--- config.mk ---
export PLATFORM = sky130hd
export DESIGN_NAME = led_breathing_effect
export DESIGN_NICKNAME = d
export VERILOG_FILES = /design/src/rtl/lbe_pkg.sv /design/src/rtl/lbe_ctrl.sv /design/src/rtl/lbe_dpath.sv /design/src/rtl/led_breathing_effect.sv
export VERILOG_INCLUDE_DIRS = /design/src /design/src/rtl
export SDC_FILE = /design/constraint.sdc
export NUM_CORES = 1
export LEC_CHECK = 0
export BUFFER_PORTS_ARGS = -buffer_cell sky130_fd_sc_hd__buf_2
export CAP_MARGIN = 10
export CORE_MARGIN = 4
export CORE_UTILIZATION = 41
export DETAILED_ROUTE_END_ITERATION = 7
export SLEW_MARGIN = 0
export SYNTH_ARGS = -nofsm -noshare
export SYNTH_HDL_FRONTEND = slang
export SYNTH_SLANG_ARGS = --single-unit
--- constraint.sdc ---
create_clock -name clk -period 5.6 [get_ports clk]
set_input_delay 0.56 -clock clk [delete_from_list [all_inputs] [get_ports clk]]
set_output_delay 0.56 -clock clk [all_outputs]
set_load 0.1 [all_outputs]
--- src/rtl/led_breathing_effect_macros.svh ---
// ----------------------------------------------------------------------------
// LED breathing effect - assertion macros
// Shared concurrent assertion forms used by the block's controller.
// ----------------------------------------------------------------------------
`ifndef LED_BREATHING_EFFECT_MACROS_SVH
`define LED_BREATHING_EFFECT_MACROS_SVH

// Same-cycle implication, disabled while reset is asserted.
`define LBE_ASSERT_SAME(lbl, clk, rst_n, ante, cons) \
  lbl: assert property (@(posedge clk) disable iff (!rst_n) (ante) |-> (cons)) \
    else $error("led breathing effect: assertion failed");

// Next-cycle implication, disabled while reset is asserted.
`define LBE_ASSERT_NEXT(lbl, clk, rst_n, ante, cons) \
  lbl: assert property (@(posedge clk) disable iff (!rst_n) (ante) |=> (cons)) \
    else $error("led breathing effect: assertion failed");

`endif

--- src/rtl/lbe_pkg.sv ---
// ----------------------------------------------------------------------------
// LED breathing effect - package
// Payload structures, controller/datapath signal groups and fixed constants.
// ----------------------------------------------------------------------------
package lbe_pkg;

  localparam logic [6:0] MAX_PIXELS = 7'd64;
  localparam logic [2:0] NUM_COLORS = 3'd4;

  localparam logic [15:0] RAMP_MS_RST = 16'd1500;
  localparam logic [15:0] HOLD_MS_RST = 16'd2000;
  localparam logic [7:0]  FULL_BRIGHT = 8'd255;

  // Phase codes
  localparam logic [1:0] PH_UP   = 2'd0;
  localparam logic [1:0] PH_HIGH = 2'd1;
  localparam logic [1:0] PH_DOWN = 2'd2;
  localparam logic [1:0] PH_LOW  = 2'd3;

  // Configuration register indexes
  localparam logic [2:0] REG_RAMP_MS     = 3'd0;
  localparam logic [2:0] REG_HOLD_MS     = 3'd1;
  localparam logic [2:0] REG_COLOR_COUNT = 3'd2;
  localparam logic [2:0] REG_COLOR_0     = 3'd3;
  localparam logic [2:0] REG_COLOR_1     = 3'd4;
  localparam logic [2:0] REG_COLOR_2     = 3'd5;
  localparam logic [2:0] REG_COLOR_3     = 3'd6;

  typedef struct packed {
    logic [31:0] now_ms;
    logic [6:0]  pixel_count;
  } in_item_t;

  typedef struct packed {
    logic [5:0] pixel_index;
    logic [7:0] red;
    logic [7:0] green;
    logic [7:0] blue;
    logic       last_pixel;
  } out_item_t;

  typedef struct packed {
    logic capture;
    logic init;
    logic phase_eval;
    logic div_load;
    logic div_step;
    logic mul;
    logic scale;
    logic emit_load;
    logic emit_next;
  } cmd_t;

  typedef struct packed {
    logic div_last;
    logic cnt_zero;
    logic pix_last;
  } sts_t;

endpackage

--- src/rtl/lbe_ctrl.sv ---
// ----------------------------------------------------------------------------
// LED breathing effect - controller
// Sequences one frame request through phase update, division, scaling and
// pixel output.
// ----------------------------------------------------------------------------
`include "led_breathing_effect_macros.svh"

module lbe_ctrl
  import lbe_pkg::*;
(
  input  logic clk,
  input  logic rst_n,
  input  logic in_valid,
  output logic in_ready,
  output logic out_valid,
  input  logic out_ready,
  output cmd_t cmd,
  input  sts_t sts
);

  localparam logic [2:0] S_IDLE  = 3'd0;
  localparam logic [2:0] S_INIT  = 3'd1;
  localparam logic [2:0] S_PHASE = 3'd2;
  localparam logic [2:0] S_DLOAD = 3'd3;
  localparam logic [2:0] S_DIV   = 3'd4;
  localparam logic [2:0] S_MUL   = 3'd5;
  localparam logic [2:0] S_SCALE = 3'd6;
  localparam logic [2:0] S_EMIT  = 3'd7;

  logic [2:0] state_r;
  logic [2:0] state_nxt;

  assign in_ready  = (state_r == S_IDLE);
  assign out_valid = (state_r == S_EMIT);

  always_comb begin
    state_nxt = state_r;
    cmd       = '0;
    case (state_r)
      S_IDLE: begin
        if (in_valid) begin
          cmd.capture = 1'b1;
          state_nxt   = S_INIT;
        end
      end
      S_INIT: begin
        cmd.init  = 1'b1;
        state_nxt = S_PHASE;
      end
      S_PHASE: begin
        cmd.phase_eval = 1'b1;
        state_nxt      = S_DLOAD;
      end
      S_DLOAD: begin
        cmd.div_load = 1'b1;
        state_nxt    = S_DIV;
      end
      S_DIV: begin
        cmd.div_step = 1'b1;
        if (sts.div_last) begin
          state_nxt = S_MUL;
        end
      end
      S_MUL: begin
        cmd.mul   = 1'b1;
        state_nxt = S_SCALE;
      end
      S_SCALE: begin
        cmd.scale     = 1'b1;
        cmd.emit_load = 1'b1;
        state_nxt     = sts.cnt_zero ? S_IDLE : S_EMIT;
      end
      S_EMIT: begin
        if (out_ready) begin
          if (sts.pix_last) begin
            state_nxt = S_IDLE;
          end else begin
            cmd.emit_next = 1'b1;
          end
        end
      end
      default: begin
        state_nxt = S_IDLE;
      end
    endcase
  end

  always_ff @(posedge clk) begin
    if (!rst_n) begin
      state_r <= S_IDLE;
    end else begin
      state_r <= state_nxt;
    end
  end

  `LBE_ASSERT_NEXT(a_accept_starts, clk, rst_n, in_valid && in_ready, state_r == S_INIT)
  `LBE_ASSERT_NEXT(a_div_ends, clk, rst_n, (state_r == S_DIV) && sts.div_last, state_r == S_MUL)
  `LBE_ASSERT_NEXT(a_scale_emits, clk, rst_n, (state_r == S_SCALE) && !sts.cnt_zero, out_valid)
  `LBE_ASSERT_NEXT(a_last_frees, clk, rst_n, out_valid && out_ready && sts.pix_last, in_ready)

endmodule

--- src/rtl/lbe_dpath.sv ---
// ----------------------------------------------------------------------------
// LED breathing effect - datapath
// Configuration registers, phase state, bit-serial ramp divider, channel
// scaling and the output pixel register.
// ----------------------------------------------------------------------------
module lbe_dpath
  import lbe_pkg::*;
(
  input  logic        clk,
  input  logic        rst_n,
  input  logic        cfg_we,
  input  logic [2:0]  cfg_index,
  input  logic [23:0] cfg_data,
  input  in_item_t    in_data,
  input  cmd_t        cmd,
  output sts_t        sts,
  output out_item_t   out_data
);

  // Exact floor(x / 255) for x up to 255 * 255, the largest channel product.
  function automatic logic [7:0] div255(input logic [15:0] x);
    logic [16:0] sum;
    sum = {1'b0, x} + 17'd1 + {9'd0, x[15:8]};
    return sum[15:8];
  endfunction

  logic [15:0] ramp_ms_r;
  logic [15:0] hold_ms_r;
  logic [2:0]  color_count_r;
  logic [23:0] palette_r [0:3];

  logic        started_r, started_nxt;
  logic [1:0]  phase_r, phase_nxt;
  logic [31:0] pstart_r, pstart_nxt;
  logic [15:0] plen_r, plen_nxt;
  logic [1:0]  pidx_r, pidx_nxt;

  logic [31:0] now_r;
  logic [6:0]  count_r;
  logic [15:0] delta_r, delta_nxt;
  logic [23:0] rem_r;
  logic [22:0] den_r;
  logic [7:0]  quo_r;
  logic [2:0]  step_r;
  logic [15:0] prod_r [0:2];
  logic [7:0]  rgb_r [0:2];
  logic [5:0]  pix_r;

  logic [31:0] delta_full;
  logic        overrun;
  logic [1:0]  ph_inc;
  logic [2:0]  cnt_lim;
  logic [2:0]  idx_inc;
  logic [1:0]  idx_wrap;
  logic [24:0] trial;
  logic [7:0]  ramp;
  logic [7:0]  bright;
  logic [23:0] col;

  // Configuration writes; an index beyond the list is ignored.
  always_ff @(posedge clk) begin
    if (!rst_n) begin
      ramp_ms_r     <= RAMP_MS_RST;
      hold_ms_r     <= HOLD_MS_RST;
      color_count_r <= 3'd4;
      palette_r[0]  <= 24'hFF0000;
      palette_r[1]  <= 24'h00FF00;
      palette_r[2]  <= 24'h0000FF;
      palette_r[3]  <= 24'hFFFFFF;
    end else if (cfg_we) begin
      case (cfg_index)
        REG_RAMP_MS:     ramp_ms_r     <= cfg_data[15:0];
        REG_HOLD_MS:     hold_ms_r     <= cfg_data[15:0];
        REG_COLOR_COUNT: color_count_r <= cfg_data[2:0];
        REG_COLOR_0:     palette_r[0]  <= cfg_data;
        REG_COLOR_1:     palette_r[1]  <= cfg_data;
        REG_COLOR_2:     palette_r[2]  <= cfg_data;
        REG_COLOR_3:     palette_r[3]  <= cfg_data;
        default: begin
        end
      endcase
    end
  end

  // Phase bookkeeping
  assign delta_full = now_r - pstart_r;
  assign overrun    = delta_full > {16'd0, plen_r};
  assign ph_inc     = phase_r + 2'd1;
  assign cnt_lim    = ((color_count_r == 3'd0) || (color_count_r > NUM_COLORS)) ?
                      NUM_COLORS : color_count_r;
  assign idx_inc    = {1'b0, pidx_r} + 3'd1;
  assign idx_wrap   = (idx_inc >= cnt_lim) ? 2'd0 : idx_inc[1:0];

  always_comb begin
    started_nxt = started_r;
    phase_nxt   = phase_r;
    pstart_nxt  = pstart_r;
    plen_nxt    = plen_r;
    pidx_nxt    = pidx_r;
    delta_nxt   = delta_r;
    if (cmd.init && !started_r) begin
      started_nxt = 1'b1;
      phase_nxt   = PH_UP;
      pstart_nxt  = now_r;
      plen_nxt    = ramp_ms_r;
    end
    if (cmd.phase_eval) begin
      if (overrun) begin
        pstart_nxt = pstart_r + {16'd0, plen_r};
        phase_nxt  = ph_inc;
        plen_nxt   = ((ph_inc == PH_HIGH) || (ph_inc == PH_LOW)) ? hold_ms_r : ramp_ms_r;
        if (ph_inc == PH_UP) begin
          pidx_nxt = idx_wrap;
        end
        delta_nxt = 16'd0;
      end else begin
        delta_nxt = delta_full[15:0];
      end
    end
  end

  always_ff @(posedge clk) begin
    if (!rst_n) begin
      started_r <= 1'b0;
      phase_r   <= PH_UP;
      pstart_r  <= 32'd0;
      plen_r    <= RAMP_MS_RST;
      pidx_r    <= 2'd0;
    end else begin
      started_r <= started_nxt;
      phase_r   <= phase_nxt;
      pstart_r  <= pstart_nxt;
      plen_r    <= plen_nxt;
      pidx_r    <= pidx_nxt;
    end
  end

  // Restoring divider: 255 * delta / length, one quotient bit per cycle.
  // The elapsed time never exceeds the length, so eight bits suffice.
  assign trial = {1'b0, rem_r} - {2'b00, den_r};

  // Brightness and palette selection
  assign ramp = (plen_r == 16'd0) ? FULL_BRIGHT : quo_r;
  assign col  = palette_r[pidx_r];

  always_comb begin
    case (phase_r)
      PH_UP:   bright = ramp;
      PH_HIGH: bright = FULL_BRIGHT;
      PH_DOWN: bright = FULL_BRIGHT - ramp;
      default: bright = 8'd0;
    endcase
  end

  always_ff @(posedge clk) begin
    delta_r <= delta_nxt;
    if (cmd.capture) begin
      now_r   <= in_data.now_ms;
      count_r <= (in_data.pixel_count > MAX_PIXELS) ? MAX_PIXELS : in_data.pixel_count;
    end
    if (cmd.div_load) begin
      rem_r  <= {delta_r, 8'd0} - {8'd0, delta_r};
      den_r  <= {plen_r, 7'd0};
      quo_r  <= 8'd0;
      step_r <= 3'd0;
    end
    if (cmd.div_step) begin
      if (!trial[24]) begin
        rem_r <= trial[23:0];
      end
      quo_r  <= {quo_r[6:0], ~trial[24]};
      den_r  <= {1'b0, den_r[22:1]};
      step_r <= step_r + 3'd1;
    end
    if (cmd.mul) begin
      prod_r[0] <= col[23:16] * bright;
      prod_r[1] <= col[15:8]  * bright;
      prod_r[2] <= col[7:0]   * bright;
    end
    if (cmd.scale) begin
      rgb_r[0] <= div255(prod_r[0]);
      rgb_r[1] <= div255(prod_r[1]);
      rgb_r[2] <= div255(prod_r[2]);
    end
    if (cmd.emit_load) begin
      pix_r <= 6'd0;
    end else if (cmd.emit_next) begin
      pix_r <= pix_r + 6'd1;
    end
  end

  assign sts.div_last = (step_r == 3'd7);
  assign sts.cnt_zero = (count_r == 7'd0);
  assign sts.pix_last = (({1'b0, pix_r} + 7'd1) == count_r);

  assign out_data.pixel_index = pix_r;
  assign out_data.red         = rgb_r[0];
  assign out_data.green       = rgb_r[1];
  assign out_data.blue        = rgb_r[2];
  assign out_data.last_pixel  = sts.pix_last;

endmodule

--- src/rtl/led_breathing_effect.sv ---
// ----------------------------------------------------------------------------
// LED breathing effect - top level
// Breathing fade over a small colour palette, one dimmed colour per pixel.
// ----------------------------------------------------------------------------
//
//   Channel   Direction   Handshake               Payload
//   in_       input       in_valid / in_ready     in_item_t  (now_ms, pixel_count)
//   out_      output      out_valid / out_ready   out_item_t (pixel_index, red, green,
//                                                             blue, last_pixel)
//   cfg_      input       cfg_we                  cfg_index, cfg_data
//
// A frame request is captured while idle, then passes through initialisation,
// phase update, divider load, the bit-serial ramp divider, channel multiply
// and scaling. It then sends the pixel count, limited to 64, from the output
// register at one pixel per cycle while out_ready is high.
// One request is processed at a time; in_ready is high only while idle.
// Output stalls hold the current pixel and extend the frame while they last.
// Reset is synchronous and restores the configuration and phase state at once;
// there is no clearing pass.
//
// The block moves through ramp up, hold high, ramp down and hold low. Each
// request advances at most one phase; the new phase starts where the old one
// should have ended, so an overrun is carried forward. The palette index steps
// on every return to ramp up. The controller only issues commands; all state
// and arithmetic sit in the datapath.
// ----------------------------------------------------------------------------
module led_breathing_effect
  import lbe_pkg::*;
(
  input  logic        clk,
  input  logic        rst_n,
  input  logic        cfg_we,
  input  logic [2:0]  cfg_index,
  input  logic [23:0] cfg_data,
  input  logic        in_valid,
  output logic        in_ready,
  input  in_item_t    in_data,
  output logic        out_valid,
  input  logic        out_ready,
  output out_item_t   out_data
);

  cmd_t cmd;
  sts_t sts;

  // Controller: sequences each transaction through the datapath.
  lbe_ctrl u_ctrl (
    .clk       (clk),
    .rst_n     (rst_n),
    .in_valid  (in_valid),
    .in_ready  (in_ready),
    .out_valid (out_valid),
    .out_ready (out_ready),
    .cmd       (cmd),
    .sts       (sts)
  );

  // Datapath: configuration, phase state, divider and output register.
  lbe_dpath u_dpath (
    .clk       (clk),
    .rst_n     (rst_n),
    .cfg_we    (cfg_we),
    .cfg_index (cfg_index),
    .cfg_data  (cfg_data),
    .in_data   (in_data),
    .cmd       (cmd),
    .sts       (sts),
    .out_data  (out_data)
  );

endmodule

==> metrics.md, run 1 <==
| Metric | Value |
|---|---|
| Status | complete, but fails checks |
| Failing checks | setup timing |
| Synth unique cells | just under 80 |
| Max-cap violation count | 0 |
| CTS tree | built |
| WP data required | 5.92 ns |
| Critical path start-end classification | register to register |
| Post-synthesis xor/xnor area fraction | 0.04391 |
| Grt peak-use layer | met2 |
| Setup violators final | 3 |
| PortBufs | between 100 and 150 |
| CP Launch Type | register |
| Synth Flop Type | edfxtp_1 |
| Synth Instances | roughly 2,800 |
| CTS root buf | clkbuf_16 |
| Most frequent cells in the layout | inv_1, nand2_1, edfxtp_1 |
| Area Overhead vs Synth | 21.32% |
| Final Hold Vio Count | 0 |
| Compound-cell area share of the yosys netlist | 0.1318 |
| Final critical path time including I/O delays and setup | around 5.6 ns |
| Global-route wire length before repair | 113.4 mm |
| RSZ-0062 raised after global routing | yes |
| Routed wire length | roughly 72 mm |
| Pre-antenna DRT Iters | 5 |
| Clk Latency, worst-skew pair | 0.61 ns |
| Critical path fanouts, max | 6 |
| Syn Area/Cell | between 9 and 10 sq um |
| Clk buf depth | 3 |
| I/O pin count | around 100 |
| DP HPWL | between 50 and 60 mm |
| Multiplexer share of the synthesized area | 0.02416 |
| Number of global-route vias before repair | 21,560 |
| Worst path bufs/invs | 5 |
| Commonest non-fill, non-tap cell in the layout | inv_1 |
| Hold WC Path Type | input pin to register |
| Worst Max-Slew Pin Slew | between 1 and 1.5 ns |
| Final period utilization | 1.006 |
| CP top delay family | adder cells |
| Final Util | 0.5049 |
| Std-Cell Rows | 93 |
| Post-synth EDFFs | 256 |
| Leak pwr | about 13 nW |
| Combinational family with the most area after synthesis | adder cells |
| Nets | 3,502 |
| Drt wl/cell | approximately 18 um |
| Placed instance count | roughly 3,800 |
| Simple-Gate Fraction of Synth Area | 0.1737 |
| Clock Sinks | 380 |
| DR vias/cell | 5.361 |
| Worst path arrival time | between 5 and 6 ns |
| Max Slew Vio Count | 0 |
| Total power | between 10 and 15 mW |
| Total gr overflow | 0 |
| Antenna violation net count after detailed routing | 0 |
| Routability cong. | 0.8853 |
| Post-synth net total | roughly 3,200 |
| Pre-CTS setup slack | -0.4713 ns |
| Sequential element share of the synthesized area | 0.3777 |
| Total track usage | 0.1971 |
| Yosys reg bits | 380 |
| Maximum clock rate | around 180 MHz |
| Num CTS Buffers | 47 |
| Core area | approximately 65,000 sq um |
| CP Depth | 25 |
| Residual DRC | 0 |
| CP Capture Type | register |
| Post-synthesis adder-cell area fraction | 0.1922 |
| DRT iter0 DRCs | roughly 1,300 |
| Die Y | ~260 um |
| Ys async rst share | 0 |
| Pwr/cell area | between 300 and 400 nW/um^2 |
| Starting Density | 0.4162 |
| Crit path largest cell delay | just under 0.6 ns |
| Htree depth | 2 |
| Die width | roughly 260 um |
| Final non-filler cell total | 3,978 |
| CTS clk-pin slew, worst paths | around 0.06 ns |
| Post-CTS Hold Buffers | 0 |
| R2r setup slk | -0.03 ns |
| YS warnings | 0 |
| GRT met2 Usage | 0.3396 |
| Routing usage on met1 | 0.2560 |
| Slew HR | 0.05329 |
| R2R depth | 25 |
| Hold Path Depth | 1 |
| Initial antenna violation count | 2 |
| Max IR drop VDD | 0.2400 mV |
| Via count | between 20,000 and 25,000 |
| Share of cells above drive strength 1 | 0.2104 |
| Met3 GRT Util | 0.02841 |
| Critical Path Slowest Stage Cell | fa_1 |
| Setup WS post-layout | -0.03359 ns |
| Worst Clk Skew | 0.04183 ns |
| Mapped cell area | 26,930 sq um |
| Largest net degree at the start of global routing | 49 |
| Area of the die | approximately 70,000 sq um |
-- metal layers --
metal / wire length (um) / vias up
met4: 2275 / 2
met5: 13 / -
met1: 31510 / 10270
met2: 34890 / 566
met3: 3449 / 133
li1: - / 10360
-- worst register-to-register path: stages (launching register included) --
cell,delay (ns)
dfxtp_2,0.34
nor4_4,0.28
and4_4,0.35
nor2_2,0.06
mux2_4,0.31
o21ai_4,0.21
buf_6,0.15
buf_16,0.11
buf_4,0.10
nor2_1,0.04
fa_2,0.34
fa_1,0.47
fa_1,0.58
inv_2,0.05
fa_1,0.50
inv_2,0.05
ha_4,0.21
a21boi_1,0.14
o21ai_1,0.15
nand2b_1,0.09
a21o_1,0.16
a21o_1,0.16
a21o_1,0.17
a21oi_2,0.15
o21ai_1,0.10
xnor2_1,0.12
-- flip-flops by register name, indices dropped and copies added (netlist names), named ones only --
signal,flops
u_dpath.palette_r,96
u_dpath.prod_r,48
u_dpath.now_r,32
u_dpath.pstart_r,32
u_dpath.rem_r,24
u_dpath.rgb_r,24
u_dpath.den_r,23
u_dpath.delta_r,16
u_dpath.hold_ms_r,16
u_dpath.plen_r,16
u_dpath.ramp_ms_r,16
u_dpath.quo_r,8
u_dpath.count_r,7
u_dpath.pix_r,6
u_ctrl.state_r,3
u_dpath.color_count_r,3
u_dpath.step_r,3
u_dpath.phase_r,2
u_dpath.pidx_r,2
u_dpath.started_r,1
-- through the flow --
step / hold WS, ns / TNS, ns / cell area [sq um]
finish: 0.1221 / -0.05342 / 32670
global route: 0.09962 / -8.220 / 32670
CTS: 0.09706 / -0.03482 / 31600
detailed placement: 0.4479 / -14.28 / 29360
global placement: 0.4414 / -9.097 / 29360
floorplan: 0.4320 / -0.01413 / 27040
-- kinds of logic after synthesis --
kind of cell             count (synthesis)
AND/OR/NAND/NOR                        972
AO/OA/AOI/OAI                          539
buffers and inverters                  390
flip-flops                             380
adder cells (fa/ha/maj)                347
XOR/XNOR                               135
multiplexers                            60
-- final timing paths --
check | start | to
setup / recovery | u_dpath.plen_r[9] | u_dpath.prod_r[0][15]
hold / removal | in_data[25] | u_dpath.now_r[18]
setup reg to reg | u_dpath.plen_r[9] | u_dpath.prod_r[0][15]
hold reg to reg | u_dpath.ramp_ms_r[0] | u_dpath.ramp_ms_r[0]
-- Yosys cell counts, drive strengths merged, types with 6 or more instances --
library cell | count | area, sq um
buf | 18 | 127.6
nand2b | 46 | 290.3
nand4 | 22 | 137.6
nand3 | 71 | 355.3
clkbuf | 91 | 341.6
xor2 | 43 | 376.6
o22ai | 13 | 81.33
a311oi | 13 | 170.2
o311ai | 10 | 87.59
nor3 | 38 | 190.2
a211oi | 15 | 117.6
nor4 | 10 | 62.56
o21ai | 165 | 825.8
fa | 111 | 2222
o2111a | 9 | 101.4
or2 | 50 | 312.8
a21oi | 131 | 666.9
dfxtp | 124 | 2482
a21boi | 6 | 45.04
edfxtp | 256 | 7687
and3 | 22 | 137.6
a31oi | 11 | 68.82
and4 | 8 | 70.07
mux2 | 30 | 337.8
or3 | 62 | 387.9
and2 | 72 | 450.4
mux2i | 29 | 290.3
o21a | 38 | 285.3
o211ai | 21 | 157.7
nor2b | 27 | 168.9
o32ai | 11 | 96.34
o31ai | 7 | 52.55
nor2 | 266 | 998.5
nand2 | 262 | 983.4
xnor2 | 92 | 805.8
a21o | 32 | 240.2
inv | 281 | 1055
a221oi | 8 | 70.07
ha | 236 | 2953
-- where the power goes --
| part | internal (mW) | switching, mW |
|---|---|---|
| Sequential | 3.42 | 0.168 |
| Clock | 1.80 | 1.27 |
| Combinational | 2.86 | 3.14 |
| Total | 8.08 | 4.57 |
-- area by class of cell --
class / count / area [sq um]
antenna: 1 / 2.502
clock buffer: 57 / 1259
clock inverter: 30 / 297.8
fill: 5912 / 32030
inverter: 281 / 1055
multi-input combinational: 2054 / 16300
sequential: 380 / 10180
tap: 855 / 1070
timing repair buffer: 320 / 2510
-- repair_timing --
item	in CTS	in global routing
endpoints found under the hold margin	0	0
pin swaps	69	130
cloned	4	7
resized for setup	83	168
setup endpoints to repair	70	70
buffers inserted	34	25
Note: power is estimated with default switching activity, not from simulation.
==> run 2: changes to the inputs <==
Settings changed: CORE_UTILIZATION 41 to 50, PLACE_DENSITY set to 0.69.
==> run 2 against run 1 <==
Critical path depth down 2. Maximum frequency about the same. Routed wire length down 2.6%. Power down 1.9%. Hold slack better by 0.011 ns. Sequential share of layout area up 0.59 points. Largest cell class unchanged. The flow still finishes with violations (setup timing). Clock skew down 0.019 ns. Core utilization up 10 points. Global-route usage up 4.0 points. Register-to-register slack about the same. Final cell count down 4.5%. Count of clock-buffer cells in the layout up 5.
==> metrics.md, run 2 (synthesized netlist as in run 1, its figures left out) <==
| Metric | Value |
|---|---|
| Status | complete, but fails checks (unchanged) |
| Failing checks | setup timing (unchanged) |
| Clk Latency, worst-skew pair | 0.60 ns (was 0.61 ns) |
| Critical Path End | u_dpath.prod_r[0][15] (unchanged) |
| Pre-antenna DRT Iters | 6 (was 5) |
| Largest register by flop count | u_dpath.palette_r (unchanged) |
| CP Depth | 23 (was 25) |
| Worst path arrival time | 5.97 ns (was 5.95 ns) |
| Max reg flops | 96 (unchanged) |
| CTS clk-pin slew, worst paths | 0.06 ns (about the same) |
| Area of the die | 57,630 sq um (was 69,840 sq um) |
| Nets | 3,492 (was 3,502) |
| R2r setup slk | -0.03 ns (about the same) |
| Largest net degree at the start of global routing | 49 (unchanged) |
| Worst R2R End | u_dpath.prod_r[0][15] (unchanged) |
| Std-Cell Rows | 84 (was 93) |
| Final Hold Vio Count | 0 (unchanged) |
| Routed wire length | 70.25 mm (was 72.14 mm) |
| Drt wl/cell | 18.50 um (was 18.13 um) |
| Biggest regs | u_dpath.palette_r: 96 flops, u_dpath.prod_r: 48 flops (unchanged) |
| Critical path start-end classification | register to register (unchanged) |
| Max IR drop VDD | 0.2630 mV (was 0.2400 mV) |
| Htree depth | 2 (unchanged) |
| DR vias/cell | 5.658 (was 5.361) |
| Worst path bufs/invs | 4 (was 5) |
| Pre-CTS setup slack | -0.3040 ns (was -0.4713 ns) |
| CP Launch Type | register (unchanged) |
| Residual DRC | 0 (unchanged) |
| Critical Path, Cell by Cell | nor4_4, and4_4, o21ai_2, a31o_2, buf_4, or2_4, fa_1, fa_1, inv_2, fa_1, inv_1, fa_1, inv_2, ha_4, a21boi_2, o21ai_1, nand2b_1, a21o_1, a21o_1, a21o_1, a21oi_2, o21ai_1, xnor2_1 |
| Total power | 12.42 mW (was 12.65 mW) |
| Num CTS Buffers | 43 (was 47) |
| Total gr overflow | 0 (unchanged) |
| WP data required | 5.94 ns (was 5.92 ns) |
| Crit path largest cell delay | 0.54 ns (was 0.58 ns) |
| Critical path fanouts, max | 7 (was 6) |
| Clock Sinks | 380 (unchanged) |
| Max-cap violation count | 0 (unchanged) |
| Maximum clock rate | 177.5 MHz (about the same) |
| Hold WC Path Type | input pin to register (unchanged) |
| CP top delay family | adder cells (unchanged) |
| Core area | 52,970 sq um (was 64,700 sq um) |
| Commonest non-fill, non-tap cell in the layout | inv_1 (unchanged) |
| Total track usage | 0.2375 (was 0.1971) |
| Critical Path Slowest Stage Cell | fa_1 (unchanged) |
| Die width | 240.1 um (was 264.3 um) |
| Area Overhead vs Synth | 19.07% (was 21.32%) |
| Worst Max-Slew Pin Slew | 1.326 ns (was 1.420 ns) |
| Number of global-route vias before repair | 21,770 (was 21,560) |
| CTS root buf | clkbuf_16 (unchanged) |
| Via count | 21,490 (was 21,330) |
| CP Capture Type | register (unchanged) |
| Antenna violation net count after detailed routing | 0 (unchanged) |
| Setup violators final | 4 (was 3) |
| Worst path most repeated cell | fa_1 |
| RSZ-0062 raised after global routing | yes (unchanged) |
| R2R depth | 23 (was 25) |
| Final period utilization | 1.006 (about the same) |
| Post-route cell area | 32,060 sq um (was 32,670 sq um) |
| I/O pin count | 104 (unchanged) |
| DRT iter0 DRCs | 1,442 (was 1,272) |
| Final critical path time including I/O delays and setup | 5.633 ns (was 5.634 ns) |
| Share of cells above drive strength 1 | 0.1981 (was 0.2104) |
| Hold Slack | 0.1328 ns (was 0.1221 ns) |
| Placed instance count | 3,669 (was 3,822) |
| Leak pwr | 13.35 nW (was 13.45 nW) |
| CP startpoint | u_dpath.plen_r[13] (was u_dpath.plen_r[9]) |
| Most frequent cells in the layout | inv_1, nand2_1, edfxtp_1 (unchanged) |
| DP HPWL | 50.63 mm (was 51.76 mm) |
| PortBufs | 103 (unchanged) |
| Setup WS post-layout | -0.03263 ns (was -0.03359 ns) |
| Die Y | 240.1 um (was 264.3 um) |
| Initial antenna violation count | 2 (unchanged) |
| Slew HR | 0.1161 (was 0.05329) |
| Pwr/cell area | 387.3 nW/um^2 (was 387.4 nW/um^2) |
| Starting Density | 0.5083 (was 0.4162) |
| Routability cong. | 0.9028 (was 0.8853) |
| DP Area | 29,260 sq um (was 29,360 sq um) |
| Global-route wire length before repair | 111.5 mm (was 113.4 mm) |
| Final non-filler cell total | 3,798 (was 3,978) |
| Max Slew Vio Count | 0 (unchanged) |
| CTS tree | built (unchanged) |
| Reg-to-Reg Start | u_dpath.plen_r[13] (was u_dpath.plen_r[9]) |
| Clk buf depth | 3 (unchanged) |
| Post-CTS Hold Buffers | 0 (unchanged) |
| Worst Clk Skew | 0.02328 ns (was 0.04183 ns) |
## run 2: changes by cell type in the layout (fill, tap and decap cells not counted), moves of 6 or more
| cell | before | now |
|---|---|---|
| clkinv_1 | 11 | 2 |
| nor2_1 | 245 | 254 |
| nand3_2 | 7 | 1 |
| nor2_4 | 9 | 3 |
## run 2: stage by stage
stage	util	TNS, ns
after floorplan	-	-0.01413
after global placement	0.5524	-1.340
after detailed placement	0.5524	-9.243
after CTS	0.5880	-0.01104
after global routing	0.6052	-3.003
final	0.6052	-0.06229
## run 2: worst min path at each step
stage	startpoint	to	slack (ns)	depth (start not counted)
2_1_floorplan	u_dpath.hold_ms_r[0]	u_dpath.hold_ms_r[0]	0.43	2
3_3_place_gp	u_dpath.hold_ms_r[1]	u_dpath.hold_ms_r[1]	0.44	2
3_5_place_dp	u_dpath.hold_ms_r[15]	u_dpath.hold_ms_r[15]	0.44	2
4_1_cts	in_data[38]	u_dpath.now_r[31]	0.09	1
5_1_grt	in_data[38]	u_dpath.now_r[31]	0.11	1
6_report	in_data[26]	u_dpath.now_r[19]	0.13	1
## run 2: power breakdown
part	total (mW)	internal, mW	switching (mW)	leakage [nW]
registers	3.59	3.42	0.165	3.43
logic	5.79	2.73	3.06	9.17
clock network	3.04	1.82	1.22	0.749
total	12.4	7.97	4.44	13.4
## run 2: what timing repair did
action,4_1_cts,5_1_grt
gates cloned,2,5
setup endpoints to repair,65,68
gates resized for setup,43,154
pin swaps,26,140
setup buffers,17,28
## run 2: area by class of cell
type / instances / area [sq um]
Timing Repair Buffer: 315 / 2407
Inverter: 281 / 1055
Clock inverter: 18 / 300.3
Sequential cell: 380 / 10180
Multi-Input combinational cell: 2053 / 16030
Antenna cell: 1 / 2.502
Fill cell: 4403 / 20910
Clock buffer: 62 / 1226
Tap cell: 688 / 860.8
## run 2: worst reg2reg max path, stage by stage, from the launching register on
cell and delay (ns):
dfxtp_2 0.33, nor4_4 0.28, and4_4 0.37, o21ai_2 0.10
a31o_2 0.29, buf_4 0.14, or2_4 0.24, fa_1 0.51
fa_1 0.54, inv_2 0.04, fa_1 0.47, inv_1 0.05
fa_1 0.53, inv_2 0.05, ha_4 0.21, a21boi_2 0.16
o21ai_1 0.14, nand2b_1 0.08, a21o_1 0.16, a21o_1 0.16
a21o_1 0.16, a21oi_2 0.14, o21ai_1 0.10, xnor2_1 0.12
## run 2: layer usage
metal | up-vias | GRT usage | part of all wire
li1 | 10320 | - | -
met1 | 10420 | 0.3154 | 0.44
met2 | 595 | 0.3986 | 0.48
met3 | 163 | 0.03510 | 0.050
met4 | 2 | 0.08447 | 0.032
met5 | - | 0 | 0.00019
